$ cat config.mk
export PLATFORM = sky130hd
export DESIGN_NAME = ppp_output
export DESIGN_NICKNAME = d
export VERILOG_FILES = /design/src/ppp_pkg.sv /design/src/ppp_output.sv
export SDC_FILE = /design/constraint.sdc
export NUM_CORES = 1
export LEC_CHECK = 0
export BUFFER_PORTS_ARGS = -buffer_cell sky130_fd_sc_hd__buf_2
export CAP_MARGIN = 40
export CELL_PAD_IN_SITES_DETAIL_PLACEMENT = 1
export CELL_PAD_IN_SITES_GLOBAL_PLACEMENT = 1
export CORE_AREA = 2 2 126 128
export DETAILED_ROUTE_END_ITERATION = 10
export DIE_AREA = 0 0 128 130
export GPL_TIMING_DRIVEN = 0
export MAX_ROUTING_LAYER = met4
export PLACE_DENSITY_LB_ADDON = 0.08
export SLEW_MARGIN = 30
export SYNTH_ARGS = -nofsm -noshare
export SYNTH_HDL_FRONTEND = slang
export SYNTH_SLANG_ARGS = --single-unit
$ cat constraint.sdc
create_clock -name clock -period 6.3 [get_ports clock]
set_input_delay 1.26 -clock clock [delete_from_list [all_inputs] [get_ports clock]]
set_output_delay 1.26 -clock clock [all_outputs]
set_load 0.005 [all_outputs]
$ cat src/ppp_pkg.sv
// Shared constants, types and register codes for the perspective point projection block.
`default_nettype none

package ppp_pkg;

   localparam int COORD_WIDTH  = 24;
   localparam int OUT_WIDTH    = 32;
   localparam int COEF_WIDTH   = 21;
   localparam int COEF_FRAC    = 18;
   localparam int FOCAL_WIDTH  = 24;
   localparam int FOCAL_FRAC   = 16;
   localparam int STATUS_WIDTH = 2;

   localparam int ROW_WIDTH       = 3 * COEF_WIDTH;
   localparam int OFFSET_XY_WIDTH = 2 * COORD_WIDTH;
   localparam int CSR_DATA_WIDTH  =
      (ROW_WIDTH > OFFSET_XY_WIDTH) ? ROW_WIDTH : OFFSET_XY_WIDTH;
   localparam int CSR_INDEX_WIDTH = 3;

   // Exact eye-space accumulation keeps COEF_FRAC extra fraction bits.
   localparam int PROD_WIDTH = COORD_WIDTH + COEF_WIDTH;
   localparam int ACC_WIDTH  = PROD_WIDTH + 2;
   localparam int EYE_WIDTH  = ACC_WIDTH - COEF_FRAC;

   // Scaled numerator, divisor magnitude and the divider working width.
   localparam int NUM_WIDTH = EYE_WIDTH + FOCAL_WIDTH + 1;
   localparam int DIV_WIDTH = EYE_WIDTH;
   localparam int QUO_WIDTH = OUT_WIDTH + 1;
   localparam int REM_WIDTH =
      ((NUM_WIDTH > DIV_WIDTH + OUT_WIDTH) ? NUM_WIDTH : DIV_WIDTH + OUT_WIDTH) + 1;

   localparam int FRONT_STAGES = 4;
   localparam int DIV_STAGES   = QUO_WIDTH;
   localparam int LATENCY      = FRONT_STAGES + DIV_STAGES + 1;

   typedef enum logic [CSR_INDEX_WIDTH-1:0] {
      CSR_VIEW_ROW_X    = 3'd0,
      CSR_VIEW_ROW_Y    = 3'd1,
      CSR_VIEW_ROW_Z    = 3'd2,
      CSR_OFFSET_XY     = 3'd3,
      CSR_OFFSET_DEPTH  = 3'd4,
      CSR_FOCAL_SCALE   = 3'd5
   } csr_index_type;

   typedef enum logic [STATUS_WIDTH-1:0] {
      STATUS_OK         = 2'd0,
      STATUS_DEPTH_ZERO = 2'd1,
      STATUS_SATURATED  = 2'd2
   } status_type;

   typedef logic signed [COORD_WIDTH-1:0] coord_type;

   typedef struct packed {
      logic [2:0][ROW_WIDTH-1:0]    rows;
      logic [OFFSET_XY_WIDTH-1:0]   offset_xy;
      logic [COORD_WIDTH-1:0]       offset_depth;
      logic [FOCAL_WIDTH-1:0]       focal;
   } view_cfg_type;

   typedef struct packed {
      logic signed [EYE_WIDTH-1:0] x;
      logic signed [EYE_WIDTH-1:0] y;
      logic signed [EYE_WIDTH-1:0] z;
   } eye_type;

   typedef struct packed {
      logic [REM_WIDTH-1:0] rem;
      logic [DIV_WIDTH-1:0] div;
      logic [QUO_WIDTH-1:0] quo;
      logic                 neg;
      logic                 depth_zero;
   } div_operand_type;

endpackage

`default_nettype wire

$ cat src/ppp_output.sv
// Final stage: applies the quotient sign, clamps to the output range and sets the status.
`default_nettype none

module ppp_output (
   input  logic                                clock,
   input  logic                                advance,
   input  ppp_pkg::div_operand_type            res_x,
   input  ppp_pkg::div_operand_type            res_y,
   output logic signed [ppp_pkg::OUT_WIDTH-1:0] proj_x,
   output logic signed [ppp_pkg::OUT_WIDTH-1:0] proj_y,
   output ppp_pkg::status_type                 proj_status
);
   import ppp_pkg::*;

   localparam logic [QUO_WIDTH-1:0] LIMIT_MAG = QUO_WIDTH'(1) << (OUT_WIDTH - 1);
   localparam logic [OUT_WIDTH-1:0] OUT_MAX   = {1'b0, {(OUT_WIDTH-1){1'b1}}};
   localparam logic [OUT_WIDTH-1:0] OUT_MIN   = {1'b1, {(OUT_WIDTH-1){1'b0}}};

   logic signed [OUT_WIDTH-1:0] proj_x_ff;
   logic signed [OUT_WIDTH-1:0] proj_x_in;
   logic signed [OUT_WIDTH-1:0] proj_y_ff;
   logic signed [OUT_WIDTH-1:0] proj_y_in;
   status_type                  status_ff;
   status_type                  status_in;
   logic [OUT_WIDTH:0]          clamp_x;
   logic [OUT_WIDTH:0]          clamp_y;

   // Returns the saturation flag above the signed result.
   function automatic logic [OUT_WIDTH:0] clamp(input div_operand_type r);
      logic [OUT_WIDTH-1:0] mag;
      logic [OUT_WIDTH:0]   res;
      mag = r.quo[OUT_WIDTH-1:0];
      priority if (!r.neg && r.quo >= LIMIT_MAG) begin
         res = {1'b1, OUT_MAX};
      end else if (r.neg && r.quo > LIMIT_MAG) begin
         res = {1'b1, OUT_MIN};
      end else if (r.neg) begin
         res = {1'b0, -mag};
      end else begin
         res = {1'b0, mag};
      end
      return res;
   endfunction

   assign clamp_x = clamp(res_x);
   assign clamp_y = clamp(res_y);

   always_comb begin
      priority if (res_x.depth_zero) begin
         proj_x_in = '0;
         proj_y_in = '0;
         status_in = STATUS_DEPTH_ZERO;
      end else begin
         proj_x_in = clamp_x[OUT_WIDTH-1:0];
         proj_y_in = clamp_y[OUT_WIDTH-1:0];
         status_in = (clamp_x[OUT_WIDTH] || clamp_y[OUT_WIDTH]) ? STATUS_SATURATED : STATUS_OK;
      end
   end

   always_ff @(posedge clock) begin
      if (advance) begin
         proj_x_ff <= proj_x_in;
         proj_y_ff <= proj_y_in;
         status_ff <= status_in;
      end
   end

   assign proj_x      = proj_x_ff;
   assign proj_y      = proj_y_ff;
   assign proj_status = status_ff;

endmodule

`default_nettype wire

======== After elaboration in Yosys (flattened, before gate mapping) ========
Index checks and enable logic that the tools add are counted.
storage, ports and cells
  register bits ........................... 66
  output and inout bits ................... 66
  logic and storage cells ................. 27
cells by class
  add/subtract/negate cells ............... 2
  $lt $le $gt $ge ......................... 4
  mux-type cells .......................... 7
  reductions and logical operators ........ 9
operator list
  cell                    number
  $mux W33                4
  $ge A33 B32 Y1 const B  2
  $gt A33 B32 Y1 const B  2
  $mux W32                2
  $neg A32 Y32            2
  $logic_and A1 B1 Y1     4
  $reduce_or A2 Y1        2
  $logic_not A1 Y1        2
  $mux W2                 1
  $logic_or A1 B1 Y1      1

======== Depth between registers and ports, before layout ========
Gate-level depths: netlist of run 1.
  word-level depth ........................ 6
  mapped depth ............................ 9

======== Least setup slack after synthesis of run 1 ========
No wires, ideal clock.
  path type ............................... input-to-reg
  from .................................... input res_y[21] (netlist name)
  to ...................................... register proj_y_ff[30], in the netlist proj_y[30], data pin
  arrival ................................. 3.266 ns
  required time ........................... 6.158 ns
  setup slack ............................. 2.892 ns
  stages on the path ...................... 5
  path buffers ............................ 0
  path through ............................ or4_4 -> or4b_4 -> or4_4 -> mux2_4 -> o21ai_2
on the way
  cells in the longest elaborated chain, start to end .. 4
ends and longest elaborated chain
  item                                             RTL line                            text
  from (decl)                                      ppp_output.sv:8                     input ppp_pkg::div_operand_type res_y,
  $neg A32 Y32 or $gt A33 B32 Y1 (tied branches)   ppp_output.sv:38, ppp_output.sv:35
  $mux W32 or $logic_and A1 B1 Y1 (tied branches)  ppp_output.sv:37, ppp_output.sv:35
  $mux W33                                         ppp_output.sv:35                    end else if (r.neg && r.quo > LIMIT_MAG) begin
  $mux W33 *                                       ppp_output.sv:33                    priority if (!r.neg && r.quo >= LIMIT_MAG) begin
  to (signal assigned)                             ppp_output.sv:63                    proj_y_ff <= proj_y_in;
  to (decl)                                        ppp_output.sv:21                    logic signed [OUT_WIDTH-1:0] proj_y_ff;
Mark *: on every way between the ends. The rest lies on a longest branch, timed or not.
A chain may end at the register's enable or synchronous reset.

======== Worst setup path in the final report of run 1 ========
  from .................................... input res_x[2] (netlist name)
  to ...................................... register proj_x_ff[19], in the netlist proj_x[19], data pin
on the way
  cells in the longest elaborated chain, start to end .. 4
ends and longest elaborated chain
  item                                             RTL line                            text
  from (decl)                                      ppp_output.sv:7                     input ppp_pkg::div_operand_type res_x,
  $neg A32 Y32 or $gt A33 B32 Y1 (tied branches)   ppp_output.sv:38, ppp_output.sv:35
  $mux W32 or $logic_and A1 B1 Y1 (tied branches)  ppp_output.sv:37, ppp_output.sv:35
  $mux W33                                         ppp_output.sv:35
  $mux W33 *                                       ppp_output.sv:33
  to (signal assigned)                             ppp_output.sv:62                    proj_x_ff <= proj_x_in;
  to (decl)                                        ppp_output.sv:19                    logic signed [OUT_WIDTH-1:0] proj_x_ff;
Marks and branches as above.

==> results.txt, run 1 <==
The global-route total usage across every layer is 18.8%. STA classifies the critical path startpoint as a primary input. The deepest clock path buffer count came out at 2.

The final sum of negative setup slack is 0 ps. The power density normalized to cell area came out at 220 nW/um^2. Static timing analysis puts the maximum clock frequency at 262 MHz. The data required time at the worst endpoint is 6460 ps. The placeable core region is 15,400 sq um.

The violation count after the first detailed-route iteration is 216. The count of cells resized by post-cts repair is 0. The end of the critical path is proj_x[19]$_SDFFCE_PP0P_. The actual transition at the worst max-transition pin is 768 ps. The horizontal die dimension came out at 128 um. The remaining antenna violation count after routing came out at 0. The total iterations of the first detailed-routing run is 4.

The via total after detailed routing is 4,022. The final setup violation count came out at 0. The share of the yosys chip area belonging to registers came out at 47.1%. The depth of the CTS H-tree is 3. The Yosys warning count came out at 0. TritonCTS built the clock tree. The total of hold buffers inserted after clock tree synthesis came out at 0. The die covers 16,600 sq um. The total setup buffers inserted after CTS came out at 0. The run finished with clean final reports.

Registers take 1980 sq um. TritonCTS created 9 clock buffers. The netlist area before placement came out at 4210 sq um. In this run, distinct cell masters in the synthesized netlist total 47.

The number of buffers and inverters on the critical path is 5. The worst hold path begins at res_x[0]. The mean post-synth cell area is 9.95 sq um.

For this design the static power due to leakage is 2.05 nW. The worst-case vdd ir drop came out at 0.128 mV. Setup repair after global routing left no endpoint under its margin. For this design, the sink count on the clock tree is 66. The kind of cell with the highest combined delay along the critical path is buffers and inverters. The critical path crosses 11 cells after its start point. At the end of routability-driven placement, the weighted congestion stood at 0.809. The share of synthesized registers carrying an async set or reset came out at 0%.

The instance count of the mapped netlist is 423. The clock slew seen by the registers of the worst setup and hold paths is 50 ps. The largest net degree at the start of global routing came out at 49. The number of hold-slack violations in the final timing report came out at 0. The antenna diode instance count is 0.

Counting flops with a built-in enable in the synthesized netlist gives 66. The area added between synthesis and finish came out at 29.3%. The path class of the tightest hold or removal check is primary input to register. The fraction of layout instances using a drive strength above 1 came out at 30.3%. The initial antenna violation count is 0. The detailed-route wire length per cell is 19.2 um. The number of design rule violations left after detail routing is 0. The total detailed-routing wirelength came out at 14,800 um. The fill cell total of the finished layout is 1,820. CTS placed an instance of clkbuf_16 at the clock tree root. The number of rows in the core area is 46. The biggest cell delay along the critical path came out at 640 ps. The relative slew slack is 48.7%. Of all cell types, the one taking the most synthesized area is edfxtp_1. The number of vias per cell after detailed routing came out at 5.22. The synthesis-stage register bit count is 66.

Dividing the final minimum period by the clock period gives 60.5%. The floorplan die height is 130 um. The maximum net fanout on the critical path is 10. The critical path goes through buf_2 -> inv_1 -> ha_1 -> nor3b_1 -> and3_1 -> clkbuf_1 -> a31o_2 -> a21boi_0 -> buf_2 -> clkbuf_1 -> a211oi_1. The number of max-slew violations in the final report is 0. The data arrival time at the worst-slack endpoint is 3970 ps.

The worst setup path is of the primary input to register kind. The count of pins on the block boundary came out at 320. The tool flagged a number of max-cap violations equal to 0. After the last flow step, the layout net total stands at 829.

Once the floorplan was initialized, standard cells occupied 27.3% of the core. The wire length of the first global-routing pass came out at 23,000 um. The share of the synthesized area in the top cell type came out at 47.1%. The area of the multi-input gates is 2120 sq um.

In the synthesized netlist the dominant register cell turns out to be edfxtp_1. For this run, the number of standard cells in the final layout without fillers is 770. The largest individual stage delay along the critical path comes from the cell nor3b_1. The sum of overflow across all layers after global routing came out at 0. The worst setup path is captured at a register. After synthesis, the cell types taking the most area are edfxtp_1, a211oi_1, xor2_1, nor2_1, xnor2_1.

The number of global-route vias before repair is 4,089. The number of input and output port buffers inserted came out at 136. The shortest clock period the worst path allows after layout came out at 3810 ps.

The number of cells after detailed placement came out at 754. The synthesized netlist net count is 679. Tracing the worst setup path back leads to its startpoint at res_x[2].

The HPWL after detailed placement is 11,200 um.
logic make-up after synthesis:
group                      synth area share (%)
xor gates and xnor gates                   9.78
and+or+nand+nor                            22.1
DFF                                        47.1
muxes                                     0.862
AOI/OAI and AO/OA                          16.7
buffers and inverters                      2.94
adders and majority gates                 0.594
worst min-delay path by stage:
stage                                         endpoint  cells past startpoint  slack (ps)
after CTS                 proj_status[0]$_SDFFCE_PP1P_                      1        1240
after detailed placement  proj_status[0]$_SDFFCE_PP1P_                      1        1600
after floorplan           proj_status[0]$_SDFFCE_PP1P_                      0        1360
after global routing      proj_status[0]$_SDFFCE_PP1P_                      1        1260
final                     proj_status[0]$_SDFFCE_PP1P_                      1        1250
after global placement    proj_status[0]$_SDFFCE_PP1P_                      1        1590
per-stage QoR:
step	hold slack (ps)	area, sq um	power (mW)	utilization (%)	worst slack, ps
2_1_floorplan	1360	4210	0.628	-	2890
3_3_place_gp	1590	5130	0.743	33.3	2040
3_5_place_dp	1600	5180	0.750	33.6	2140
4_1_cts	1240	5440	1.22	35.2	2490
5_1_grt	1260	5440	1.26	35.3	2230
6_report	1250	5440	1.20	35.3	2490
flip-flops by register name, indices dropped and copies added, names as in the netlist:
name / cells
proj_x: 32
proj_status: 2
proj_y: 32
where the power goes:
part	total, mW	leakage (nW)	switching [mW]	internal [mW]
logic	0.201	1.29	0.121	0.0801
clock network	0.459	0.128	0.195	0.263
registers	0.538	0.635	0.00980	0.529
total	1.20	2.05	0.326	0.872
cell type report:
| class | instances | area share, % |
|---|---|---|
| Multi-Input combinational cell | 330 | 39.0 |
| Sequential cell | 66 | 36.4 |
| Timing Repair Buffer | 139 | 13.2 |
| Tap cell | 192 | 4.41 |
| Clock buffer | 12 | 4.34 |
| Buffer | 20 | 1.79 |
| Inverter | 7 | 0.483 |
| Clock inverter | 4 | 0.345 |
cell usage after synthesis (10+ instances only):
cell type	number
or3_1	12
nor2_1	48
a211oi_1	43
nor3_1	29
xnor2_1	18
a21oi_1	10
nand2_1	22
o21ai_0	25
nor4_1	16
clkbuf_1	16
edfxtp_1	66
xor2_1	29
cell usage in the layout (no fill, tap or decap), types with 4 or more instances in the layout:
cell type,n
xor2_1,29
a211oi_1,43
or3_1,12
nand2_1,22
nand4_1,6
nand3_1,8
o31ai_1,8
clkbuf_1,19
nor4_1,14
nor2_1,48
nand2b_1,4
buf_2,138
clkbuf_16,9
xnor2_1,18
inv_1,7
o21ai_0,25
or2_2,5
a21oi_1,10
o41ai_1,5
nor3_1,28
and3_1,4
edfxtp_1,66
or4_1,7
per-layer routing:
| layer | part of all wire (%) | up-vias | global-route usage, % |
|---|---|---|---|
| met4 | 1.5 | 0 | 6.53 |
| met5 | 0 | - | - |
| li1 | - | 1935 | - |
| met3 | 4.2 | 14 | 3.24 |
| met1 | 51 | 1980 | 26.5 |
| met2 | 44 | 93 | 27.1 |
Power figures use the tool's default switching activity.
==> inputs of run 2 (changes only) <==
Settings changed: ABC_AREA set to 1, CORE_AREA 2 2 126 128 to not set, CORE_MARGIN set to 2, CORE_UTILIZATION set to 28, DIE_AREA 0 0 128 130 to not set.
Clock period 6.3 ns to 3.8 ns, I/O delays scaled along.
==> run 2 against run 1 <==
Effect of this change:
- hold slack worse by 540 ps
- setup slack worse by 940 ps
- final area is 6.3% higher
- first-iteration DRC count increased by 7.4%
- final cell count grew 27%
- count of clock-buffer cells in the layout fell by 1
- synthesized area rose by 8.1%
- core utilization rose by 1.1 points
- clock power is 63% higher
- via count rose by 17%
- global-route usage is 1.7 points higher
- total power grew 72%
- highest routed layer unchanged
==> results.txt, run 2 <==
Outcome: finished, final reports clean (unchanged). The via total after detailed routing came out at 4,693 (was 4,022). The clock root buffer master is clkbuf_16 (unchanged). The detailed-route wire length per cell came out at 17.2 um (was 19.2 um). The actual transition at the worst max-transition pin is 719 ps (was 768 ps).

The violation count after the first detailed-route iteration is 232 (was 216). The number of distinct library cells after synthesis is 31 (was 47). The netlist area before placement came out at 4550 sq um (was 4210 sq um). The area added between synthesis and finish came out at 27.0% (was 29.3%).

The post-route cell area was 5780 sq um (was 5440 sq um). The placeable core region came out at 15,900 sq um (was 15,400 sq um). The number of hold-slack violations in the final timing report is 0 (unchanged). The routability-driven placement congestion ratio is 0.885 (was 0.809). The maximum net fanout on the critical path was 7 (was 10). The number of cells in the finished layout apart from fillers is 981 (was 770). The reported max-cap violation count came out at 0 (unchanged). The remaining antenna violation count after routing is 0 (unchanged). The launching instance or port of the critical path is res_x[2] (unchanged). The setup slack after placement is 1200 ps (was 2140 ps). The number of cells after detailed placement is 964 (was 754). The sum of overflow across all layers after global routing was 0 (unchanged). The launching element type of the critical path is a primary input (unchanged). The total of hold buffers inserted after clock tree synthesis is 0 (unchanged).

The initial core utilization is 28.7% (was 27.3%). The HPWL after detailed placement was 13,400 um (was 11,200 um). The Yosys warning count is 0 (unchanged).

The part of the cycle the worst path needs is 59.4%. The relative slew slack is 52.0% (was 48.7%). The number of input and output port buffers inserted came out at 136 (unchanged).

The leading cell type in the layout, fill and taps excluded is nand2_1 (was buf_2). Most used standard cells in the synthesized netlist: nand2_1, nor2_1, edfxtp_1, nand3_1, inv_1 (was edfxtp_1, nor2_1, a211oi_1, nor3_1, xor2_1). The final critical-path setup slack is 1540 ps (was 2490 ps). The CTS tree is built (unchanged).

The number of buffers inserted during clock tree synthesis came out at 9 (unchanged). The count of cells resized by post-cts repair came to 0 (unchanged). The library cell with the highest instance count after synthesis is nand2_1 (was edfxtp_1). The total iterations of the first detailed-routing run is 5 (was 4). The area of placed instances is 5530 sq um (was 5180 sq um). The deepest clock path buffer count came out at 2 (unchanged). The final setup violation count is 0 (unchanged). The hold-critical path endpoint was proj_status[0]$_SDFFCE_PP1P_ (unchanged). The leakage component of the power is 2.59 nW (was 2.05 nW).

The number of enable-type register cells in the synthesized netlist is 66 (unchanged). The path type of the worst min-delay path was primary input to register (unchanged). The synthesis-stage register bit count is 66 (unchanged).

The worst-case vdd ir drop came to 0.193 mV (was 0.128 mV). The data required time at the worst endpoint is 4010 ps (was 6460 ps). The number of rows in the core area came out at 46 (unchanged). The initial antenna violation count is 0 (unchanged). The share of the yosys chip area belonging to registers is 43.5% (was 47.1%). The data arrival time at the worst-slack endpoint came to 2470 ps (was 3970 ps). The kind of critical path is primary input to register (unchanged). The fraction of layout instances using a drive strength above 1 was 26.2% (was 30.3%). The final sum of negative setup slack came to 0 ps (unchanged). The horizontal die dimension came out at 132 um (was 128 um). The total power draw is 2.06 mW (was 1.20 mW).

The sort of element at the end of the critical path is a register (unchanged). The count of pins on the block boundary is 320 (unchanged). The wire length of the first global-routing pass came out at 26,700 um (was 23,000 um). The fmax came out at 443 MHz. The cell type contributing the most total cell area after synthesis is edfxtp_1 (unchanged). The total detailed-routing wirelength is 16,900 um (was 14,800 um). The clock slew seen by the registers of the worst setup and hold paths is 60 ps (was 50 ps). The count of nets after finishing is 1,015 (was 829). Setup repair after global routing missed its margin: false (unchanged). The power density normalized to cell area is 357 nW/um^2 (was 220 nW/um^2). The number of sinks driven by the clock tree is 66 (unchanged). The depth of the CTS H-tree came to 3 (unchanged).

The global-route total usage across every layer came out at 20.5% (was 18.8%). The number of global-route vias before repair came to 4,881 (was 4,089). The number of vias per cell after detailed routing is 4.78 (was 5.22). The share of synthesized registers carrying an async set or reset came out at 0% (unchanged). The synthesized netlist net count came to 867 (was 679). The most frequently used flop master after synthesis was edfxtp_1 (unchanged). The mean post-synth cell area was 7.45 sq um (was 9.95 sq um). The routed design could run at a clock period as short as 2260 ps. The instance count of the mapped netlist is 611 (was 423). Top post-synthesis cells by area: edfxtp_1, nand2_1, nor2_1, nand3_1, o21ai_0 (was edfxtp_1, a211oi_1, xor2_1, nor2_1, xnor2_1). The worst hold path cell count came out at 1 (unchanged). The floorplan die height came to 132 um (was 130 um). The total setup buffers inserted after CTS was 0 (unchanged). The share of the synthesized area in the top cell type came to 43.5% (was 47.1%). The largest net degree at the start of global routing was 37 (was 49).

Commonest non-fill, non-tap cells in the layout: nand2_1, buf_2, nor2_1, edfxtp_1, nand3_1 (was buf_2, edfxtp_1, nor2_1, a211oi_1, xor2_1). The number of max-slew violations in the final report came out at 0 (unchanged). The critical hold path startpoint was res_x[0] (unchanged). The number of design rule violations left after detail routing came out at 0 (unchanged). The floorplan die area is 17,300 sq um (was 16,600 sq um).
-- run 2: logic make-up after synthesis --
kind of cell,share of synthesized area (%)
adder cells (fa/ha/maj),0.550
flip-flops,43.5
XOR/XNOR,3.65
AND/OR/NAND/NOR,35.2
AO/OA/AOI/OAI,10.9
buffers and inverters,6.16
-- run 2: routing by layer --
metal	share of wire, %	vias to the layer above	track usage [%]
li1	-	2321	-
met3	4.7	22	3.78
met4	1.6	0	7.07
met2	42	121	29.1
met5	0	-	-
met1	52	2229	29.2
-- run 2: worst max path at each step --
stage                                               to  slack [ps]  cells after the start
after global routing          proj_x[29]$_SDFFCE_PP0P_        1370                      9
after detailed placement      proj_x[29]$_SDFFCE_PP0P_        1200                      9
after global placement        proj_x[29]$_SDFFCE_PP0P_        1190                      9
after CTS                     proj_x[29]$_SDFFCE_PP0P_        1540                      9
after floorplan           proj_status[1]$_SDFFCE_PP0P_        1800                     11
final                         proj_x[29]$_SDFFCE_PP0P_        1540                      9
-- run 2: through the flow --
step / util, % / hold WS [ps]
6_report: 36.4 / 715
5_1_grt: 36.4 / 720
4_1_cts: 36.4 / 716
3_5_place_dp: 34.8 / 1070
3_3_place_gp: 34.6 / 1070
2_1_floorplan: - / 859
-- run 2: layout make-up --
type | count | area [sq um]
sequential | 66 | 1980
multi-input combinational | 478 | 2290
buffer | 14 | 81.3
tap | 216 | 270
antenna | 1 | 2.50
inverter | 53 | 199
clock inverter | 5 | 21.3
fill | 2021 | 10100
clock buffer | 11 | 233
timing repair buffer | 137 | 703
-- run 2: worst max-delay path, cell delays in order --
cell,delay (ps)
buf_2,90
inv_1,90
ha_1,180
nand2_1,120
nor2_4,220
nand4_1,210
a21oi_1,450
nand3_1,220
nand2_1,100
-- run 2: power breakdown --
group / internal [mW] / switching, mW
clock: 0.433 / 0.316
combinational: 0.153 / 0.268
sequential: 0.877 / 0.0162
total: 1.46 / 0.601
